`src/rtl/mic_sample_conditioner_vad_macros.svh`:
```
// Assertion macros shared by the conditioner RTL.
// Depends on clk_i and rst_ni being visible in the including module.
`ifndef MIC_SAMPLE_CONDITIONER_VAD_MACROS_SVH
`define MIC_SAMPLE_CONDITIONER_VAD_MACROS_SVH

// Property that must hold at every clock edge outside reset
`define MSCV_ASSERT(label, prop, msg) \
  label: assert property (@(posedge clk_i) disable iff (!rst_ni) (prop)) else $error(msg);

// Antecedent in one cycle implies consequent in the next
`define MSCV_ASSERT_NEXT(label, ante, cons, msg) \
  label: assert property (@(posedge clk_i) disable iff (!rst_ni) (ante) |=> (cons)) \
    else $error(msg);

`endif

```
`src/rtl/mscvad_pkg.sv`:
```
// Types and constants of the microphone sample conditioner.
// No dependencies; imported by the controller, datapath and top level.
package mscvad_pkg;

  // Fixed field widths
  localparam int unsigned RAW_W   = 16;
  localparam int unsigned FILT_W  = 40;
  localparam int unsigned ACC_W   = 58;
  localparam int unsigned MUL_W   = 38;
  localparam int unsigned ENER_W  = 43;
  localparam int unsigned THR_W   = 42;
  localparam int unsigned TIME_W  = 32;
  localparam int unsigned CNT_W   = 24;
  localparam int unsigned FLEN_W  = 13;
  localparam int unsigned PCM_W   = 16;
  localparam int unsigned SQ_W    = 32;
  localparam int unsigned APB_AW  = 6;
  localparam int unsigned APB_DW  = 64;

  // Register reset values
  localparam logic [15:0]       RST_FILTER_COEFF = 16'd63570;
  localparam logic [15:0]       RST_GAIN         = 16'd256;
  localparam logic [15:0]       RST_WARMUP       = 16'd1600;
  localparam logic [FLEN_W-1:0] RST_FRAME_LEN    = 13'd320;
  localparam logic [THR_W-1:0]  RST_THRESHOLD    = 42'd80000000;
  localparam logic [CNT_W-1:0]  RST_GRACE        = 24'd16000;
  localparam logic [CNT_W-1:0]  RST_HANGOVER     = 24'd16000;
  localparam logic [CNT_W-1:0]  RST_CAPACITY     = 24'd160000;

  typedef enum logic [2:0] {
    REG_FILTER_COEFF,
    REG_GAIN,
    REG_WARMUP,
    REG_FRAME_LEN,
    REG_THRESHOLD,
    REG_GRACE,
    REG_HANGOVER,
    REG_CAPACITY
  } reg_idx_e;

  typedef enum logic [1:0] {
    REASON_NONE    = 2'd0,
    REASON_FULL    = 2'd1,
    REASON_SILENCE = 2'd2
  } stop_reason_e;

  typedef enum logic [0:0] {
    CMD_WORD  = 1'b0,
    CMD_START = 1'b1
  } command_e;

  typedef enum logic [3:0] {
    ST_IDLE,
    ST_MUL_LO,
    ST_MUL_HI,
    ST_FACC,
    ST_FILT,
    ST_GLO,
    ST_GHI,
    ST_GACC,
    ST_SCALE,
    ST_SQ,
    ST_ENERGY,
    ST_FRAME,
    ST_STOP
  } state_e;

  typedef enum logic [3:0] {
    OP_NONE,
    OP_FMUL_LO,
    OP_FMUL_HI,
    OP_GMUL_LO,
    OP_GMUL_HI,
    OP_ACC,
    OP_FILT,
    OP_SCALE,
    OP_SQ,
    OP_ENERGY,
    OP_FRAME,
    OP_STOP
  } dp_op_e;

  typedef struct packed {
    logic   arm;
    logic   load_x;
    dp_op_e op;
  } dp_cmd_t;

  typedef struct packed {
    logic recording;
    logic warm;
  } dp_status_t;

  typedef struct packed {
    logic [15:0]       filter_coeff;
    logic [15:0]       gain;
    logic [15:0]       warmup_samples;
    logic [FLEN_W-1:0] frame_len;
    logic [THR_W-1:0]  energy_threshold;
    logic [CNT_W-1:0]  grace_samples;
    logic [CNT_W-1:0]  hangover_samples;
    logic [CNT_W-1:0]  capacity_samples;
  } cfg_t;

endpackage

```
`src/rtl/mic_sample_conditioner_vad.sv`:
```
// Microphone sample conditioner: DC blocker, gain, int16 saturation, energy VAD.
// Top level with APB register bank; uses mscvad_pkg, mscvad_ctrl, mscvad_datapath.
// An accepted word steps through the multiply, filter, gain, scale, square, energy, frame and
// stop states before its result is registered on the output; a warm-up sample ends at scale.
// Beats are taken only in idle; the one shared 17x21 multiplier is used four times per sample.
// Reset (rst_ni, async): registers back to defaults, not recording, no output.
module mic_sample_conditioner_vad #(
  parameter int unsigned FRAME_MAX = 4096
) (
  input  logic        clk_i,
  input  logic        rst_ni,
  // Input stream
  input  logic        s_axis_tvalid,
  output logic        s_axis_tready,
  input  logic [31:0] s_axis_tdata,   // [31:0] raw_word
  input  logic [0:0]  s_axis_tuser,   // [0] command
  // Output stream
  output logic        m_axis_tvalid,
  input  logic        m_axis_tready,
  output logic [15:0] m_axis_tdata,   // [15:0] pcm_sample
  output logic [3:0]  m_axis_tuser,   // [0] clipped, [1] speech_seen, [3:2] stop_reason
  output logic        m_axis_tlast,   // stop
  // Register port
  input  logic        psel,
  input  logic        penable,
  input  logic        pwrite,
  input  logic [5:0]  paddr,
  input  logic [63:0] pwdata,
  output logic [63:0] prdata,
  output logic        pready
);
  import mscvad_pkg::*;

  cfg_t         cfg_q;
  reg_idx_e     reg_idx;
  logic         reg_wr;
  dp_cmd_t      cmd;
  dp_status_t   status;
  stop_reason_e reason;
  logic         clipped, speech;

  // Register bank, one 64-bit slot per register
  assign reg_idx = reg_idx_e'(paddr[5:3]);
  assign reg_wr  = psel && penable && pwrite && pready;
  assign pready  = 1'b1;

  always_ff @(posedge clk_i or negedge rst_ni) begin
    if (!rst_ni) begin
      cfg_q.filter_coeff     <= RST_FILTER_COEFF;
      cfg_q.gain             <= RST_GAIN;
      cfg_q.warmup_samples   <= RST_WARMUP;
      cfg_q.frame_len        <= RST_FRAME_LEN;
      cfg_q.energy_threshold <= RST_THRESHOLD;
      cfg_q.grace_samples    <= RST_GRACE;
      cfg_q.hangover_samples <= RST_HANGOVER;
      cfg_q.capacity_samples <= RST_CAPACITY;
    end else if (reg_wr) begin
      unique case (reg_idx)
        REG_FILTER_COEFF: cfg_q.filter_coeff     <= pwdata[15:0];
        REG_GAIN:         cfg_q.gain             <= pwdata[15:0];
        REG_WARMUP:       cfg_q.warmup_samples   <= pwdata[15:0];
        REG_FRAME_LEN:    cfg_q.frame_len        <= pwdata[FLEN_W-1:0];
        REG_THRESHOLD:    cfg_q.energy_threshold <= pwdata[THR_W-1:0];
        REG_GRACE:        cfg_q.grace_samples    <= pwdata[CNT_W-1:0];
        REG_HANGOVER:     cfg_q.hangover_samples <= pwdata[CNT_W-1:0];
        REG_CAPACITY:     cfg_q.capacity_samples <= pwdata[CNT_W-1:0];
        default: begin
        end
      endcase
    end
  end

  // Read-back
  always_comb begin
    unique case (reg_idx)
      REG_FILTER_COEFF: prdata = APB_DW'(cfg_q.filter_coeff);
      REG_GAIN:         prdata = APB_DW'(cfg_q.gain);
      REG_WARMUP:       prdata = APB_DW'(cfg_q.warmup_samples);
      REG_FRAME_LEN:    prdata = APB_DW'(cfg_q.frame_len);
      REG_THRESHOLD:    prdata = APB_DW'(cfg_q.energy_threshold);
      REG_GRACE:        prdata = APB_DW'(cfg_q.grace_samples);
      REG_HANGOVER:     prdata = APB_DW'(cfg_q.hangover_samples);
      REG_CAPACITY:     prdata = APB_DW'(cfg_q.capacity_samples);
      default:          prdata = '0;
    endcase
  end

  mscvad_ctrl u_ctrl (
    .clk_i       (clk_i),
    .rst_ni      (rst_ni),
    .s_tvalid_i  (s_axis_tvalid),
    .s_command_i (s_axis_tuser[0]),
    .s_tready_o  (s_axis_tready),
    .m_tvalid_o  (m_axis_tvalid),
    .m_tready_i  (m_axis_tready),
    .status_i    (status),
    .cmd_o       (cmd)
  );

  mscvad_datapath #(
    .FRAME_MAX (FRAME_MAX)
  ) u_datapath (
    .clk_i     (clk_i),
    .rst_ni    (rst_ni),
    .cfg_i     (cfg_q),
    .cmd_i     (cmd),
    .raw_hi_i  (s_axis_tdata[31:16]),
    .status_o  (status),
    .pcm_o     (m_axis_tdata),
    .clipped_o (clipped),
    .speech_o  (speech),
    .stop_o    (m_axis_tlast),
    .reason_o  (reason)
  );

  assign m_axis_tuser = {reason, speech, clipped};

endmodule

```
`src/rtl/mscvad_datapath.sv`:
```
// Datapath: DC blocker, gain, saturation, frame energy and stop detection.
// Depends on mscvad_pkg and the assertion macro header.
`include "mic_sample_conditioner_vad_macros.svh"

module mscvad_datapath #(
  parameter int unsigned FRAME_MAX = 4096
) (
  input  logic                        clk_i,
  input  logic                        rst_ni,
  input  mscvad_pkg::cfg_t            cfg_i,
  input  mscvad_pkg::dp_cmd_t         cmd_i,
  input  logic [15:0]                 raw_hi_i,
  output mscvad_pkg::dp_status_t      status_o,
  output logic [15:0]                 pcm_o,
  output logic                        clipped_o,
  output logic                        speech_o,
  output logic                        stop_o,
  output mscvad_pkg::stop_reason_e    reason_o
);
  import mscvad_pkg::*;

  localparam int unsigned FW = $clog2(FRAME_MAX + 1);
  localparam int unsigned CW = (FW > FLEN_W) ? FW : FLEN_W;

  // Recording state
  logic                     recording_q, recording_d;
  logic signed [RAW_W-1:0]  x_q, prev_raw_q;
  logic signed [FILT_W-1:0] prev_filt_q;
  logic signed [MUL_W-1:0]  mul_q;
  logic signed [ACC_W-1:0]  acc_q;
  logic signed [PCM_W-1:0]  v_q;
  logic                     clip_q;
  logic [SQ_W-1:0]          sq_q;
  logic [15:0]              warmup_q;
  logic [ENER_W-1:0]        energy_q;
  logic [FW-1:0]            fcnt_q;
  logic                     frame_end_q;
  logic                     speech_q;
  logic [TIME_W-1:0]        elapsed_q, last_voice_q;
  logic [CNT_W-1:0]         stored_q;

  // Shared multiplier: 17-bit unsigned coefficient by a 21-bit signed slice
  logic                     mul_gain, mul_hi;
  logic signed [16:0]       mul_a;
  logic signed [20:0]       mul_b;
  logic signed [MUL_W-1:0]  mul_p;

  assign mul_gain = (cmd_i.op == OP_GMUL_LO) || (cmd_i.op == OP_GMUL_HI);
  assign mul_hi   = (cmd_i.op == OP_FMUL_HI) || (cmd_i.op == OP_GMUL_HI);
  assign mul_a    = signed'({1'b0, mul_gain ? cfg_i.gain : cfg_i.filter_coeff});
  assign mul_b    = mul_hi ? signed'({prev_filt_q[FILT_W-1], prev_filt_q[FILT_W-1:20]})
                           : signed'({1'b0, prev_filt_q[19:0]});
  assign mul_p    = mul_a * mul_b;

  // Partial product aligned for accumulation
  logic signed [ACC_W-1:0] mul_ext;
  assign mul_ext = {{(ACC_W-MUL_W){mul_q[MUL_W-1]}}, mul_q};

  // Filter output before saturation
  logic signed [RAW_W:0]    diff;
  logic signed [ACC_W-1:0]  y_full;
  logic                     y_ovf_hi, y_ovf_lo;
  logic signed [FILT_W-1:0] y_sat;

  assign diff     = {x_q[RAW_W-1], x_q} - {prev_raw_q[RAW_W-1], prev_raw_q};
  assign y_full   = (signed'({{(ACC_W-RAW_W-1){diff[RAW_W]}}, diff}) <<< 16) +
                    (acc_q >>> 16);
  assign y_ovf_hi = !y_full[ACC_W-1] && (|y_full[ACC_W-2:FILT_W-1]);
  assign y_ovf_lo = y_full[ACC_W-1] && !(&y_full[ACC_W-2:FILT_W-1]);
  assign y_sat    = y_ovf_hi ? {1'b0, {(FILT_W-1){1'b1}}} :
                    y_ovf_lo ? {1'b1, {(FILT_W-1){1'b0}}} : y_full[FILT_W-1:0];

  // Q.24 to integer, truncated toward zero, then clamped to int16
  logic signed [ACC_W-1:0] s_bias, q_full;
  logic                    q_ovf_hi, q_ovf_lo;
  logic signed [PCM_W-1:0] v_sat;

  assign s_bias   = acc_q + (acc_q[ACC_W-1] ? ACC_W'(24'hFF_FFFF) : '0);
  assign q_full   = s_bias >>> 24;
  assign q_ovf_hi = !q_full[ACC_W-1] && (|q_full[ACC_W-2:PCM_W-1]);
  assign q_ovf_lo = q_full[ACC_W-1] && !(&q_full[ACC_W-2:PCM_W-1]);
  assign v_sat    = q_ovf_hi ? {1'b0, {(PCM_W-1){1'b1}}} :
                    q_ovf_lo ? {1'b1, {(PCM_W-1){1'b0}}} : q_full[PCM_W-1:0];

  // Square of the sample; never negative
  logic signed [SQ_W-1:0] sq_p;
  assign sq_p = v_q * v_q;

  // Energy accumulation with saturation
  logic [ENER_W:0]   ener_sum;
  logic [ENER_W-1:0] ener_sat;
  assign ener_sum = {1'b0, energy_q} + {{(ENER_W+1-SQ_W){1'b0}}, sq_q};
  assign ener_sat = ener_sum[ENER_W] ? {ENER_W{1'b1}} : ener_sum[ENER_W-1:0];

  // Effective frame length: zero counts as one, capped at FRAME_MAX
  logic [CW-1:0] flen_ext, flen_cw;
  logic [FW-1:0] flen, fcnt_inc;
  assign flen_ext = CW'(cfg_i.frame_len);
  assign flen_cw  = (flen_ext == '0) ? CW'(1) :
                    (flen_ext > CW'(FRAME_MAX)) ? CW'(FRAME_MAX) : flen_ext;
  assign flen     = flen_cw[FW-1:0];
  assign fcnt_inc = fcnt_q + FW'(1);

  // Stop conditions
  logic              stop_full, stop_silence, stop_c;
  logic [TIME_W-1:0] quiet_time;
  stop_reason_e      reason_c;
  assign quiet_time   = elapsed_q - last_voice_q;
  assign stop_full    = stored_q >= cfg_i.capacity_samples;
  assign stop_silence = speech_q && (elapsed_q >= TIME_W'(cfg_i.grace_samples)) &&
                        (quiet_time >= TIME_W'(cfg_i.hangover_samples));
  assign stop_c       = stop_full || stop_silence;
  assign reason_c     = stop_full ? REASON_FULL :
                        stop_silence ? REASON_SILENCE : REASON_NONE;

  // Recording flag: set by start, cleared by a stop
  always_comb begin
    recording_d = recording_q;
    if (cmd_i.arm) begin
      recording_d = 1'b1;
    end else if (cmd_i.op == OP_STOP && stop_c) begin
      recording_d = 1'b0;
    end
  end

  always_ff @(posedge clk_i or negedge rst_ni) begin
    if (!rst_ni) begin
      recording_q <= 1'b0;
    end else begin
      recording_q <= recording_d;
    end
  end

  // Per-recording state and working registers
  always_ff @(posedge clk_i) begin
    if (cmd_i.arm) begin
      prev_raw_q   <= '0;
      prev_filt_q  <= '0;
      warmup_q     <= cfg_i.warmup_samples;
      energy_q     <= '0;
      fcnt_q       <= '0;
      speech_q     <= 1'b0;
      elapsed_q    <= '0;
      last_voice_q <= '0;
      stored_q     <= '0;
    end else begin
      if (cmd_i.load_x) begin
        x_q <= raw_hi_i;
      end
      case (cmd_i.op)
        OP_FMUL_LO, OP_GMUL_LO: begin
          mul_q <= mul_p;
        end
        OP_FMUL_HI, OP_GMUL_HI: begin
          acc_q <= mul_ext;
          mul_q <= mul_p;
        end
        OP_ACC: begin
          acc_q <= acc_q + (mul_ext <<< 20);
        end
        OP_FILT: begin
          prev_raw_q  <= x_q;
          prev_filt_q <= y_sat;
        end
        OP_SCALE: begin
          v_q       <= v_sat;
          clip_q    <= q_ovf_hi || q_ovf_lo;
          elapsed_q <= elapsed_q + TIME_W'(1);
          if (warmup_q != '0) begin
            warmup_q <= warmup_q - 16'd1;
          end
        end
        OP_SQ: begin
          sq_q <= unsigned'(sq_p);
        end
        OP_ENERGY: begin
          energy_q    <= ener_sat;
          fcnt_q      <= fcnt_inc;
          frame_end_q <= fcnt_inc >= flen;
          stored_q    <= stored_q + CNT_W'(1);
        end
        OP_FRAME: begin
          if (frame_end_q) begin
            if (energy_q >= {1'b0, cfg_i.energy_threshold}) begin
              speech_q     <= 1'b1;
              last_voice_q <= elapsed_q;
            end
            energy_q <= '0;
            fcnt_q   <= '0;
          end
        end
        OP_STOP: begin
          pcm_o     <= v_q;
          clipped_o <= clip_q;
          speech_o  <= speech_q;
          stop_o    <= stop_c;
          reason_o  <= reason_c;
        end
        default: begin
        end
      endcase
    end
  end

  assign status_o.recording = recording_q;
  assign status_o.warm      = warmup_q != '0;

  `MSCV_ASSERT_NEXT(a_stop_ends_rec, cmd_i.op == OP_STOP && stop_c && !cmd_i.arm, !recording_q, "stop did not end recording")
  `MSCV_ASSERT_NEXT(a_arm_clears, cmd_i.arm, recording_q && stored_q == '0 && elapsed_q == '0, "start did not re-arm")
  `MSCV_ASSERT_NEXT(a_reason_match, cmd_i.op == OP_STOP && !cmd_i.arm, stop_o == (reason_o != REASON_NONE), "stop flag and reason disagree")

endmodule

```
`src/rtl/mscvad_ctrl.sv`:
```
// Sequencer for the conditioner: handshakes and datapath step commands.
// Depends on mscvad_pkg and the assertion macro header.
`include "mic_sample_conditioner_vad_macros.svh"

module mscvad_ctrl (
  input  logic                   clk_i,
  input  logic                   rst_ni,
  input  logic                   s_tvalid_i,
  input  logic                   s_command_i,
  output logic                   s_tready_o,
  output logic                   m_tvalid_o,
  input  logic                   m_tready_i,
  input  mscvad_pkg::dp_status_t status_i,
  output mscvad_pkg::dp_cmd_t    cmd_o
);
  import mscvad_pkg::*;

  state_e state_q, state_d;
  logic   m_valid_q, m_valid_d;
  logic   s_fire, out_free, out_load;

  assign s_fire   = s_tvalid_i && (state_q == ST_IDLE);
  assign out_free = !m_valid_q || m_tready_i;
  assign out_load = (state_q == ST_STOP) && out_free;

  // Next state
  always_comb begin
    state_d = state_q;
    unique case (state_q)
      ST_IDLE: begin
        if (s_fire && command_e'(s_command_i) == CMD_WORD && status_i.recording) begin
          state_d = ST_MUL_LO;
        end
      end
      ST_MUL_LO: state_d = ST_MUL_HI;
      ST_MUL_HI: state_d = ST_FACC;
      ST_FACC:   state_d = ST_FILT;
      ST_FILT:   state_d = ST_GLO;
      ST_GLO:    state_d = ST_GHI;
      ST_GHI:    state_d = ST_GACC;
      ST_GACC:   state_d = ST_SCALE;
      ST_SCALE:  state_d = status_i.warm ? ST_IDLE : ST_SQ;
      ST_SQ:     state_d = ST_ENERGY;
      ST_ENERGY: state_d = ST_FRAME;
      ST_FRAME:  state_d = ST_STOP;
      ST_STOP: begin
        if (out_free) begin
          state_d = ST_IDLE;
        end
      end
      default:   state_d = ST_IDLE;
    endcase
  end

  // Datapath commands
  always_comb begin
    cmd_o.arm    = s_fire && command_e'(s_command_i) == CMD_START;
    cmd_o.load_x = s_fire && command_e'(s_command_i) == CMD_WORD;
    unique case (state_q)
      ST_MUL_LO: cmd_o.op = OP_FMUL_LO;
      ST_MUL_HI: cmd_o.op = OP_FMUL_HI;
      ST_FACC:   cmd_o.op = OP_ACC;
      ST_FILT:   cmd_o.op = OP_FILT;
      ST_GLO:    cmd_o.op = OP_GMUL_LO;
      ST_GHI:    cmd_o.op = OP_GMUL_HI;
      ST_GACC:   cmd_o.op = OP_ACC;
      ST_SCALE:  cmd_o.op = OP_SCALE;
      ST_SQ:     cmd_o.op = OP_SQ;
      ST_ENERGY: cmd_o.op = OP_ENERGY;
      ST_FRAME:  cmd_o.op = OP_FRAME;
      ST_STOP:   cmd_o.op = out_free ? OP_STOP : OP_NONE;
      default:   cmd_o.op = OP_NONE;
    endcase
  end

  // Output beat holds until taken
  assign m_valid_d = (m_valid_q && !m_tready_i) || out_load;

  always_ff @(posedge clk_i or negedge rst_ni) begin
    if (!rst_ni) begin
      state_q   <= ST_IDLE;
      m_valid_q <= 1'b0;
    end else begin
      state_q   <= state_d;
      m_valid_q <= m_valid_d;
    end
  end

  assign s_tready_o = state_q == ST_IDLE;
  assign m_tvalid_o = m_valid_q;

  `MSCV_ASSERT_NEXT(a_load_shows, out_load, m_valid_q, "result not presented after load")
  `MSCV_ASSERT_NEXT(a_warm_no_result, state_q == ST_SCALE && status_i.warm, state_q == ST_IDLE, "warm-up sample went on")
  `MSCV_ASSERT_NEXT(a_word_starts, cmd_o.load_x && status_i.recording, state_q == ST_MUL_LO, "accepted word not processed")

endmodule

```
`config.mk`:
```
export PLATFORM = sky130hd
export DESIGN_NAME = mic_sample_conditioner_vad
export DESIGN_NICKNAME = d
export VERILOG_FILES = /design/src/rtl/mscvad_pkg.sv /design/src/rtl/mic_sample_conditioner_vad.sv /design/src/rtl/mscvad_datapath.sv /design/src/rtl/mscvad_ctrl.sv
export VERILOG_INCLUDE_DIRS = /design/src /design/src/rtl
export SDC_FILE = /design/constraint.sdc
export NUM_CORES = 2
export LEC_CHECK = 0
export ABC_AREA = 0
export BUFFER_PORTS_ARGS = -buffer_cell sky130_fd_sc_hd__buf_2
export CAP_MARGIN = 10
export CORE_ASPECT_RATIO = 0.7
export CORE_UTILIZATION = 50
export CTS_BUF_LIST = sky130_fd_sc_hd__clkbuf_8
export DETAILED_ROUTE_END_ITERATION = 8
export GPL_ROUTABILITY_DRIVEN = 1
export PLACE_DENSITY = 0.67
export SYNTH_ARGS = -nofsm -noshare
export SYNTH_HDL_FRONTEND = slang
export SYNTH_SLANG_ARGS = --single-unit
```
`constraint.sdc`:
```
create_clock -name clk_i -period 13.85 [get_ports clk_i]
set_input_delay 0.6925 -clock clk_i [delete_from_list [all_inputs] [get_ports clk_i]]
set_output_delay 0.6925 -clock clk_i [all_outputs]
set_load 0.05 [all_outputs]
```
==> results_dict.tcl <==
set metrics [dict create \
    worst_ep_required_time_ns 14.39 \
    crit_start "u_ctrl.state_q[1]$_DFFE_PN0P_" \
    synth_cells 6111 \
    drtAntennaViolNets 0 \
    fin_nets 7358 \
    r2r_start "u_ctrl.state_q[1]$_DFFE_PN0P_" \
    multi_input_area_um2 37080 \
    r2r_cells 28 \
    fin_skew_ns 0.08317 \
    cpMaxStageDelayCell "mux2i_1" \
    end_kind "flop" \
    cts_tree "done" \
    clockBufferDepth 3 \
    cts.sinks 580 \
    worstSkewPairLatency_ns 0.83 \
    fmax_mhz 100.0 \
    io_buffers 133 \
    syn_area_um2 55860 \
    initial_core_util_pct 50.49 \
    dpl.hpwl_um 121400 \
    cts-root-buf "clkbuf_8" \
    dp_cells 7551 \
    regToRegEndpoint "u_datapath.mul_q[36]$_DFFE_PP_" \
    grt_max_degree 113 \
    worstSetupEndpoint "u_datapath.mul_q[36]$_DFFE_PP_" \
    gp_congestion 0.9559 \
    post_cts_resized 0 \
    post-route-drc-count 0 \
    std_cell_rows 102 \
    layout-drive-gt1-share_pct 8.685 \
    viasPerCell 5.633 \
    maxSlewViolCount 0 \
    grt_first_pass_wirelength_um 242200 \
    synth_cell_types 88 \
    setup_viol 0 \
    slowest_delay_ns 0.80 \
    htreeDepth 3 \
    grt_pass1_vias 42043 \
    routed_wl_um 155000 \
    drt_iter0_drc 4090 \
    critical_path_arrival_ns 10.54 \
    stdcell_count 7739 \
    worst_slew_pin_slew_ns 1.160 \
    period_share_pct 72.20 \
    path_class "reg -> reg" \
    outcome "finished clean" \
    yosys.area.top_type "fa_1" \
    hold_viol 0 \
    overflow 0 \
    post_drt_wl_per_cell_um 20.02 \
    die_area_um2 113100 \
    r2r_slack_ns 3.85 \
    cts_buffers 96 \
    synth_flop_cell "dfxtp_1" \
    seq_area_frac_synth_pct 26.04 \
    drtPass1Iterations 6 \
    async_flop_share_pct 31.21 \
    path_depth 28 \
    ys_ff_latch 580 \
    synth_top_area_share_pct 20.75 \
    die_h_um 281.7 \
    fin_crit_ns 10.00 \
    timing.slew.headroom_pct 20.45 \
    path_delay_family "adder cells" \
    ys_warn_count 0 \
    antenna_found_initial 5 \
    rsz0062_at_grt "false" \
    cts_setup_buffers 0 \
    area_growth_pct 7.709 \
    cp_common_cell "fa_1" \
    register_area_um2 14550 \
    num-fill-cells 9976 \
    synth.area.top_cells "fa_1 21%, edfxtp_1 11%, ha_1 11%, dfxtp_1 7.2%, dfrtp_1 6.4%" \
    io_pins 198 \
    grt.total_usage_pct 27.53 \
    cp-start-kind "flop" \
    hold_buffers 0 \
    crit_path_max_fanout 45 \
    tns_ns 0 \
    path_buf_inv 6 \
    dr_total_vias 43595 \
    path_clk_slew_ns 0.07 \
    die_x_um 401.5 \
    fp.coreArea_um2 110600 \
    drv_cap 0 \
    avgSynthCellArea_um2 9.141 \
    synth_edf_count 198 \
    min_path_type "in -> async" \
]
==> placed cells by master (no fill, tap or decap), types with 39 or more instances in the layout <==
cell type,netlist,final
nand2b_1,63,63
nand3_1,88,88
xnor2_1,161,161
nand2_1,709,708
a21o_1,98,98
xor2_1,123,123
and3_1,44,43
nor2_1,440,435
nand4_1,64,64
and2_1,95,95
ha_1,474,474
buf_4,26,61
buf_2,1,132
nor2b_1,48,46
a21oi_1,286,284
dfstp_2,39,39
dfxtp_1,201,201
o21ai_0,418,417
dfrtp_1,142,142
o21a_1,41,41
clkbuf_8,0,116
mux2i_1,84,80
edfxtp_1,198,198
fa_1,579,579
mux2_2,96,96
inv_1,924,954
nor3_1,82,78
==> layer usage <==
layer	up-vias	wire length, um	part of all wire, %	GRT usage [%]
met2	1603	65080	42	40.18
li1	20397	-	-	-
met1	21378	72060	46	41.22
met3	213	14030	9.1	5.922
met4	4	3772	2.4	7.024
met5	-	23	0.015	0
==> cell families after synthesis <==
family                   Yosys count  synth area share [%]
flip-flops                       580                 26.04
AND/OR/NAND/NOR                 1738                 14.09
adder cells (fa/ha/maj)         1053                 31.37
multiplexers                     198                 4.166
XOR/XNOR                         284                 4.453
AO/OA/AOI/OAI                   1101                 11.92
other                              2               0.01344
buffers and inverters           1155                 7.951
==> worst reg2reg max path, delay by kind of cell (launching register included) <==
kind	cells	cell delay [ns]
and+or+nand+nor	6	1.72
buffers and inverters	6	1.30
adders and majority gates	7	3.45
xor gates and xnor gates	1	0.15
DFF	1	0.55
AOI/OAI and AO/OA	7	1.76
muxes	1	0.85
==> flip-flops by register name (all words and copies together) (netlist names), 4 cells and up <==
name,flops
cfg_q,175
u_datapath.acc_q,58
u_datapath.energy_q,43
u_datapath.prev_filt_q,40
u_datapath.mul_q,38
u_datapath.elapsed_q,32
u_datapath.last_voice_q,32
u_datapath.sq_q,31
u_datapath.stored_q,24
u_datapath.pcm_o,16
u_datapath.prev_raw_q,16
u_datapath.v_q,16
u_datapath.warmup_q,16
u_datapath.x_q,16
u_datapath.fcnt_q,13
u_ctrl.state_q,4
==> stage by stage <==
| step | hold WS (ns) | instance area, um2 | util (%) | setup slack, ns |
|---|---|---|---|---|
| floorplan | 0.3969 | 55940 | - | 3.311 |
| global route | 0.01835 | 60160 | 54.37 | 3.094 |
| CTS | 0.01049 | 60130 | 54.34 | 3.907 |
| detailed placement | 0.4485 | 58040 | 52.46 | 3.900 |
| finish | 0.03678 | 60170 | 54.38 | 3.850 |
| global placement | 0.4398 | 58040 | 52.46 | 3.960 |
==> synthesized netlist by cell type (88+ instances only) <==
master,n
a21oi_1,286
xnor2_1,161
mux2_2,96
fa_1,579
a21o_1,98
ha_1,474
dfrtp_1,142
inv_1,924
dfxtp_1,201
nor2_1,440
nand2_1,709
xor2_1,123
clkbuf_1,188
nand3_1,88
and2_1,95
o21ai_0,418
edfxtp_1,198
==> how the worst min path moves through the flow <==
stage / startpoint / end / depth (start not counted)
after floorplan: rst_ni / cfg_q[0]$_DFFE_PN0P_ / 0
after global placement: u_datapath.prev_filt_q[0]$_SDFFE_PP0N_ / u_datapath.prev_filt_q[0]$_SDFFE_PP0N_ / 2
after detailed placement: u_datapath.prev_raw_q[5]$_SDFFE_PP0N_ / u_datapath.prev_raw_q[5]$_SDFFE_PP0N_ / 2
final: rst_ni / cfg_q[21]$_DFFE_PN0P_ / 1
after global routing: s_axis_tdata[21] / u_datapath.x_q[5]$_DFFE_PP_ / 1
after CTS: rst_ni / cfg_q[3]$_DFFE_PN0P_ / 1
==> area by class of cell <==
cell class	instances	area share, %
diodes	8	0.03327
clock buffers	115	2.631
clock inverters	63	0.8359
inverters	925	5.771
multi-input cells	4397	61.62
flip-flops and latches	580	24.18
well taps	1456	3.028
repair buffers	195	1.901
Power is not shown: default switching activity piles up to over one toggle a cycle in this logic, so the estimate is an artifact.
